<file path="src/rtl/rmdp_pkg.sv">
// ----------------------------------------------------------------------------
// rmdp_pkg
// Shared types and constants for the row matcher with duplicate removal.
// ----------------------------------------------------------------------------
package rmdp_pkg;
	localparam int MAX_ROWS   = 256;
	localparam int MAX_COLS   = 8;
	localparam int VALUE_BITS = 32;
	localparam int ROW_W      = $clog2(MAX_ROWS);
	localparam int COL_W      = $clog2(MAX_COLS);
	localparam int CNT_W      = ROW_W + 1;
	localparam int ADDR_W     = ROW_W + COL_W;
	localparam int CFG_W      = 4;

	typedef enum logic [1:0] {
		CMD_DATA   = 2'd0,
		CMD_SAMPLE = 2'd1,
		CMD_DRAIN  = 2'd2,
		CMD_CLEAR  = 2'd3
	} cmd_t;

	typedef enum logic [2:0] {
		K_SAMPLE_KEPT    = 3'd0,
		K_SAMPLE_MATCHED = 3'd1,
		K_DATA_MOVED     = 3'd2,
		K_DATA_KEPT      = 3'd3,
		K_ERROR          = 3'd4
	} kind_t;

	typedef enum logic [1:0] {
		ST_IDLE,
		ST_ROW,
		ST_RD,
		ST_CMP
	} state_t;

	typedef struct packed {
		logic             load;
		logic [COL_W-1:0] load_col;
		logic             shift;
		logic [CFG_W-1:0] cols;
	} chain_ctrl_t;
endpackage

</file>
<file path="src/rtl/rmdp_cell.sv">
// ----------------------------------------------------------------------------
// rmdp_cell
// One column slot of the sample ring: loads a value or takes its neighbor's.
// ----------------------------------------------------------------------------
module rmdp_cell (
	input  logic                            clk,
	input  logic                            load,
	input  logic [rmdp_pkg::VALUE_BITS-1:0] load_val,
	input  logic                            shift,
	input  logic [rmdp_pkg::VALUE_BITS-1:0] next_val,
	output logic [rmdp_pkg::VALUE_BITS-1:0] val_q
);
	always_ff @(posedge clk) begin
		if (load) begin
			val_q <= load_val;
		end else if (shift) begin
			val_q <= next_val;
		end
	end
endmodule

</file>
<file path="src/rtl/rmdp_chain.sv">
// ----------------------------------------------------------------------------
// rmdp_chain
// Ring of sample cells; the head cell always shows the column under compare.
// ----------------------------------------------------------------------------
module rmdp_chain (
	input  logic                            clk,
	input  rmdp_pkg::chain_ctrl_t           ctrl,
	input  logic [rmdp_pkg::VALUE_BITS-1:0] load_val,
	output logic [rmdp_pkg::VALUE_BITS-1:0] head
);
	import rmdp_pkg::*;

	logic [VALUE_BITS-1:0] vals [MAX_COLS];

	for (genvar i = 0; i < MAX_COLS; i++) begin : g_cell
		logic [VALUE_BITS-1:0] nxt;
		logic                  ld;
		logic                  sh;

		if (i == MAX_COLS - 1) begin : g_end
			assign nxt = vals[0];
		end else begin : g_mid
			assign nxt = (ctrl.cols == CFG_W'(i + 1)) ? vals[0] : vals[i + 1];
		end
		assign ld = ctrl.load && (ctrl.load_col == COL_W'(i));
		assign sh = ctrl.shift && (CFG_W'(i) < ctrl.cols);

		rmdp_cell u_cell (
			.clk      (clk),
			.load     (ld),
			.load_val (load_val),
			.shift    (sh),
			.next_val (nxt),
			.val_q    (vals[i])
		);
	end

	assign head = vals[0];
endmodule

</file>
<file path="config.mk">
export PLATFORM = sky130hd
export DESIGN_NAME = rmdp_chain
export DESIGN_NICKNAME = d
export VERILOG_FILES = /design/src/rtl/rmdp_pkg.sv /design/src/rtl/rmdp_cell.sv /design/src/rtl/rmdp_chain.sv
export SDC_FILE = /design/constraint.sdc
export NUM_CORES = 1
export LEC_CHECK = 0
export BUFFER_PORTS_ARGS = -buffer_cell sky130_fd_sc_hd__clkbuf_2
export CORE_UTILIZATION = 53
export DETAILED_ROUTE_END_ITERATION = 10
export GPL_TIMING_DRIVEN = 0
export PLACE_DENSITY = 0.82
export SYNTH_ARGS = -nofsm -noshare
export SYNTH_HDL_FRONTEND = slang
export SYNTH_SLANG_ARGS = --single-unit
</file>
<file path="constraint.sdc">
create_clock -name clk -period 3.56 [get_ports clk]
set_input_delay 0.534 -clock clk [delete_from_list [all_inputs] [get_ports clk]]
set_output_delay 0.534 -clock clk [all_outputs]
set_load 0.005 [all_outputs]
</file>
Yosys cells after proc, flatten, opt, wreduce, memory -nomap -nowiden
Index checks and enable logic that the tools add are counted.
{"block": "op_classes", "n_reduce_logical": 26, "mux": 23, "eq_ne": 15, "order_cmp": 8}
{"cell": "2-to-1 mux 32 bit", "n": 23}
{"cell": "== test 4 x 3 -> 1 bit (second input constant)", "n": 4}
{"cell": "logical AND 1 bit", "n": 16}
{"cell": "< comparator 3 x 4 -> 1 bit (first input constant)", "n": 4}
{"cell": "nonzero test 2 bit", "n": 8}
{"cell": "== test 3 bit (second input constant)", "n": 4}
{"cell": "== test 4 x 2 -> 1 bit (second input constant)", "n": 2}
{"cell": "< comparator 1 x 4 -> 1 bit (first input constant)", "n": 2}
{"cell": "< comparator 2 x 4 -> 1 bit (first input constant)", "n": 2}
{"cell": "== test 3 x 2 -> 1 bit (second input constant)", "n": 2}
{"cell": "== test 4 x 1 -> 1 bit (second input constant)", "n": 1}
{"cell": "== test 3 x 1 -> 1 bit (second input constant)", "n": 1}
{"cell": "logical NOT 3 bit", "n": 1}
{"cell": "!= test 2 bit (second input constant)", "n": 1}
{"cell": "AND reduction 2 bit", "n": 1}
{"block": "totals", "ff_bits": 256, "word_cells": 80, "inputBits": 42, "output_inout_bits": 32}

Longest topological paths before layout
{"block": "depth", "word_depth": 4, "ltp_mapped": 6, "ltp_nobuf": 3}

Modules after synthesis
From an unflattened synthesis, not the netlist that was laid out.
{"block": "unflattened", "hier_cells": 837, "area_unflattened_um2": 15133.3}
{"mod": "rmdp_cell", "instances": 8, "seq_area_each_um2": 960.9, "area_per_inst_um2": 1507.7, "cells_per_inst": 69}
{"mod": "rmdp_chain", "instances": 1, "seq_area_each_um2": 0.0, "area_per_inst_um2": 3071.7, "cells_per_inst": 285}

Least setup slack after synthesis
No wires, ideal clock.
{"block": "synth_timing", "kind": "input port to flip-flop", "startpoint": "in ctrl[0] (netlist name)", "endpoint": "reg g_cell[6].u_cell.val_q[0] (netlist name), enable pin", "path_stages": 3, "t_required_ns": 3.094, "arrival_ns": 3.082, "n_path_buf": 1, "setup_time_ns": 0.466, "path_slack_ns": 0.012, "path_cell_list": "buf_2 a31oi_1 o21ai_0"}
{"block": "synth_between", "elab_chain_len": 3}
{"element": "from (decl)", "line_no": "rmdp_chain.sv:7", "text": "input rmdp_pkg::chain_ctrl_t ctrl,"}
{"element": "< comparator 3 x 4 -> 1 bit", "line_no": "rmdp_chain.sv:26", "text": "assign sh = ctrl.shift && (CFG_W'(i) < ctrl.cols);"}
{"element": "logical AND 1 bit", "line_no": "rmdp_chain.sv:26"}
{"element": "nonzero test 2 bit (no line)"}
{"element": "to (signal assigned)", "line_no": "rmdp_cell.sv:15", "text": "val_q <= load_val;"}
{"element": "to (signal assigned)", "line_no": "rmdp_cell.sv:17", "text": "val_q <= next_val;"}
{"element": "to (decl)", "line_no": "rmdp_cell.sv:11", "text": "output logic [rmdp_pkg::VALUE_BITS-1:0] val_q"}
Every way passes these cells.
A chain may end at the register's enable or synchronous reset.

Final worst setup path
{"block": "layout_timing", "startpoint": "in ctrl[7] (netlist name)", "endpoint": "reg g_cell[3].u_cell.val_q[2] (netlist name), enable pin"}
{"block": "layout_between", "elab_chain_len": 3}
{"element": "== test 3 x 2 -> 1 bit", "line_no": "rmdp_chain.sv:25", "text": "assign ld = ctrl.load && (ctrl.load_col == COL_W'(i));"}
{"element": "logical AND 1 bit", "line_no": "rmdp_chain.sv:25"}
{"element": "nonzero test 2 bit (no line)"}
{"element": "to (signal assigned)", "line_no": "rmdp_cell.sv:15"}
{"element": "to (signal assigned)", "line_no": "rmdp_cell.sv:17"}
{"element": "to (decl)", "line_no": "rmdp_cell.sv:11"}
Every way passes these cells.

==> results.md <==
- Status: completed
- Final Hold Viols: 0
- Non-filler cells, final: 1,445
- Crit-path slowest cell: nand2_2
- Crit start category: input pin
- Layout area overhead: 12.3%
- WP data required: 3.58 ns
- Synth Flop Type: edfxtp_1
- RePlAce Congestion: 0.858
- Max cap viols: 0
- DR WL/cell: 22.3 µm
- Layout cells sized above 1: 0.190
- Max reg flops: 256
- Clock latency on the worst-skew pair: 0.55 ns
- Clk sink count: 256
- Final net count: 1,147
- Max IR drop VDD: 0.365 mV
- Synth Area in Adders: 0
- Pre-CTS setup slack: 0.617 ns
- PnR worst setup slack: 1.08 ns
- Asr flop ratio synth: 0
- Setup Skew: 0.0241 ns
- Port Buf Inserts: 36
- Critical path's top delay family: buffers and inverters
- Residual DRC count: 0
- Worst Setup End Kind: register
- Post-CTS Setup Inserts: 0
- Initial DRC Count: 1,078
- Most common cell on crit path: buf_2
- Synth Area in Compound Gates: 0.0818
- Ports: 74
- DR vias: 8,747
- Biggest register: g_cell.u_cell.val_q
- GRT overflow: 0
- Clk pin slew, worst setup/hold paths: 0.06 ns
- HPWL Detailed: 20,600 µm
- Post-Synth Simple-Gate Area: 0.0716
- Max_slew headroom: 0.308
- Initial Util: 0.545
- First-pass GRT wire length: 49,300 µm
- Total Power: 0.00714 W
- CTS resizes: 0
- Critical path fanouts, max: 32
- Cells after DPL: 1,395
- Vias in the first global route: 8,583
- Gate Count Post-Synth: 1,034
- Largest family of logic cells by synthesized area: multiplexers
- Clock buffer depth: 3
- Worst-path cell chain: buf_2 -> nand4b_1 -> buf_2 -> buf_1 -> nand2_2
- Minimum clock period: 2.48 ns
- Setup violators final: 0
- Distinct cell type count of the synthesized netlist: 26
- Post-synth EDFFs: 256
- Period utilization: 0.698
- Biggest regs: g_cell.u_cell.val_q (256)
- Worst Path Buf+Inv: 3
- Syn_area_per_cell: 12.5 µm²
- Via density: 6.05
- RSZ-0062 raised after global routing: false
- Total track usage: 0.266
- Setup CP Type: input pin to register
- Die ar.: 0.0250 mm²
- Detailed Route WL: 32,300 µm
- Arrival time at the worst endpoint: 2.51 ns
- Hold_buf cts: 0
- Max Slew Vio Count: 0
- TritonCTS Buffers: 27
- Initial antenna violation count: 0
- Post-synthesis sequential area ratio: 0.596
- Cell area after synthesis: 0.0129 mm²
- Worst-Margin Slew: 1.03 ns
- First drt pass iteration count: 5
- CTS tree: yes
- Final core occ: 0.612
- Hold Slack: 0.475 ns
- Pwr dens: 493 mW/mm²
- H-tree Lvls: 1
- Leakage: 4.94 nW
- Antenna Nets Post-Route: 0
- Warnings, synthesis: 0
- Mux cell area share after synthesis: 0.205
- Largest net degree at the start of global routing: 33
- Die X: 158 µm
- Area share of xor/xnor cells in the synthesized design: 0
- # rows: 56
- Die H: 158 µm
- Root buf cell: clkbuf_16
- Syn nets: 1,076
- Max stage delay on crit path: 0.80 ns
- Core area: 0.0237 mm²
- Achievable Freq: 0.403 GHz
- Worst hold path class: input pin to register
- Yosys reg bits: 256
==> through the flow <==
step | cell area [µm²] | TNS, ns
5_1_grt | 14500 | 0
4_1_cts | 14500 | 0
3_5_place_dp | 13700 | 0
3_3_place_gp | 13500 | -154.44
2_1_floorplan | 12900 | 0
6_report | 14500 | 0
==> tightest hold or removal path, delay by kind of cell <==
kind	cells	cell delay, ns
AOI/OAI and AO/OA	1	0.05
buffers and inverters	1	0.16
and+or+nand+nor	1	0.11
==> final timing paths <==
| path | endpoint | depth (start not counted) | from | slack (ns) |
|---|---|---|---|---|
| setup reg to reg | g_cell[4].u_cell.val_q[5]$_DFFE_PP_ | 2 | g_cell[0].u_cell.val_q[5]$_DFFE_PP_ | 2.40 |
| hold / removal | g_cell[1].u_cell.val_q[25]$_DFFE_PP_ | 3 | load_val[25] | 0.47 |
| setup / recovery | g_cell[3].u_cell.val_q[2]$_DFFE_PP_ | 5 | ctrl[7] | 1.08 |
| hold reg to reg | g_cell[0].u_cell.val_q[4]$_DFFE_PP_ | 1 | g_cell[1].u_cell.val_q[4]$_DFFE_PP_ | 0.53 |
==> logic make-up after synthesis <==
| group | Yosys count |
|---|---|
| multiplexers | 256 |
| flip-flops | 256 |
| AND/OR/NAND/NOR | 211 |
| AO/OA/AOI/OAI | 201 |
| buffers and inverters | 110 |
==> routing by layer <==
metal	up-vias	part of all wire	track usage
met4	0	0.039	0.110
met1	4241	0.39	0.350
met5	-	0	0
met2	484	0.47	0.430
li1	3931	-	-
met3	91	0.10	0.0542
==> synth_stat cells, types with 14 or more instances <==
cell type	count	share of area
a21oi_1	97	0.038
o21ai_1	20	0.0078
buf_4	14	0.0081
mux2i_1	192	0.15
buf_1	36	0.010
clkbuf_1	28	0.0081
buf_6	14	0.012
buf_2	17	0.0066
edfxtp_1	256	0.60
nor2_1	96	0.028
o21ai_0	69	0.027
mux2_2	59	0.052
nand2_1	99	0.029
==> layout by cell type (no fill, tap or decap), types with 5 or more instances in the layout <==
master,netlist,routed
nand2_1,99,97
mux2_1,5,5
buf_6,14,14
buf_4,14,14
buf_1,36,36
clkbuf_2,0,36
buf_2,17,17
edfxtp_1,256,256
o21ai_2,10,10
and4bb_2,6,6
a21oi_1,97,97
o21ai_1,20,20
clkinv_2,0,9
mux2_2,59,59
clkbuf_1,28,32
o21ai_0,69,67
mux2i_1,192,192
clkbuf_16,0,27
nor2_1,96,96
==> power by group <==
group	total, W	internal (W)	switching [W]	leakage (nW)
logic	0.000728	0.000300	0.000428	2.08
registers	0.00379	0.00365	0.000130	2.46
clock network	0.00262	0.00146	0.00116	0.398
==> area by class of cell <==
cell class | count | area (µm²)
Clock inverter | 18 | 121
Fill cell | 1874 | 9190
Multi-Input combinational cell | 668 | 4680
Timing Repair Buffer | 42 | 323
Buffer | 109 | 588
Tap cell | 319 | 399
Sequential cell | 256 | 7690
Antenna cell | 1 | 2.50
Clock buffer | 31 | 691
Inverter | 1 | 3.75
Note: power is estimated with default switching activity, not from simulation.
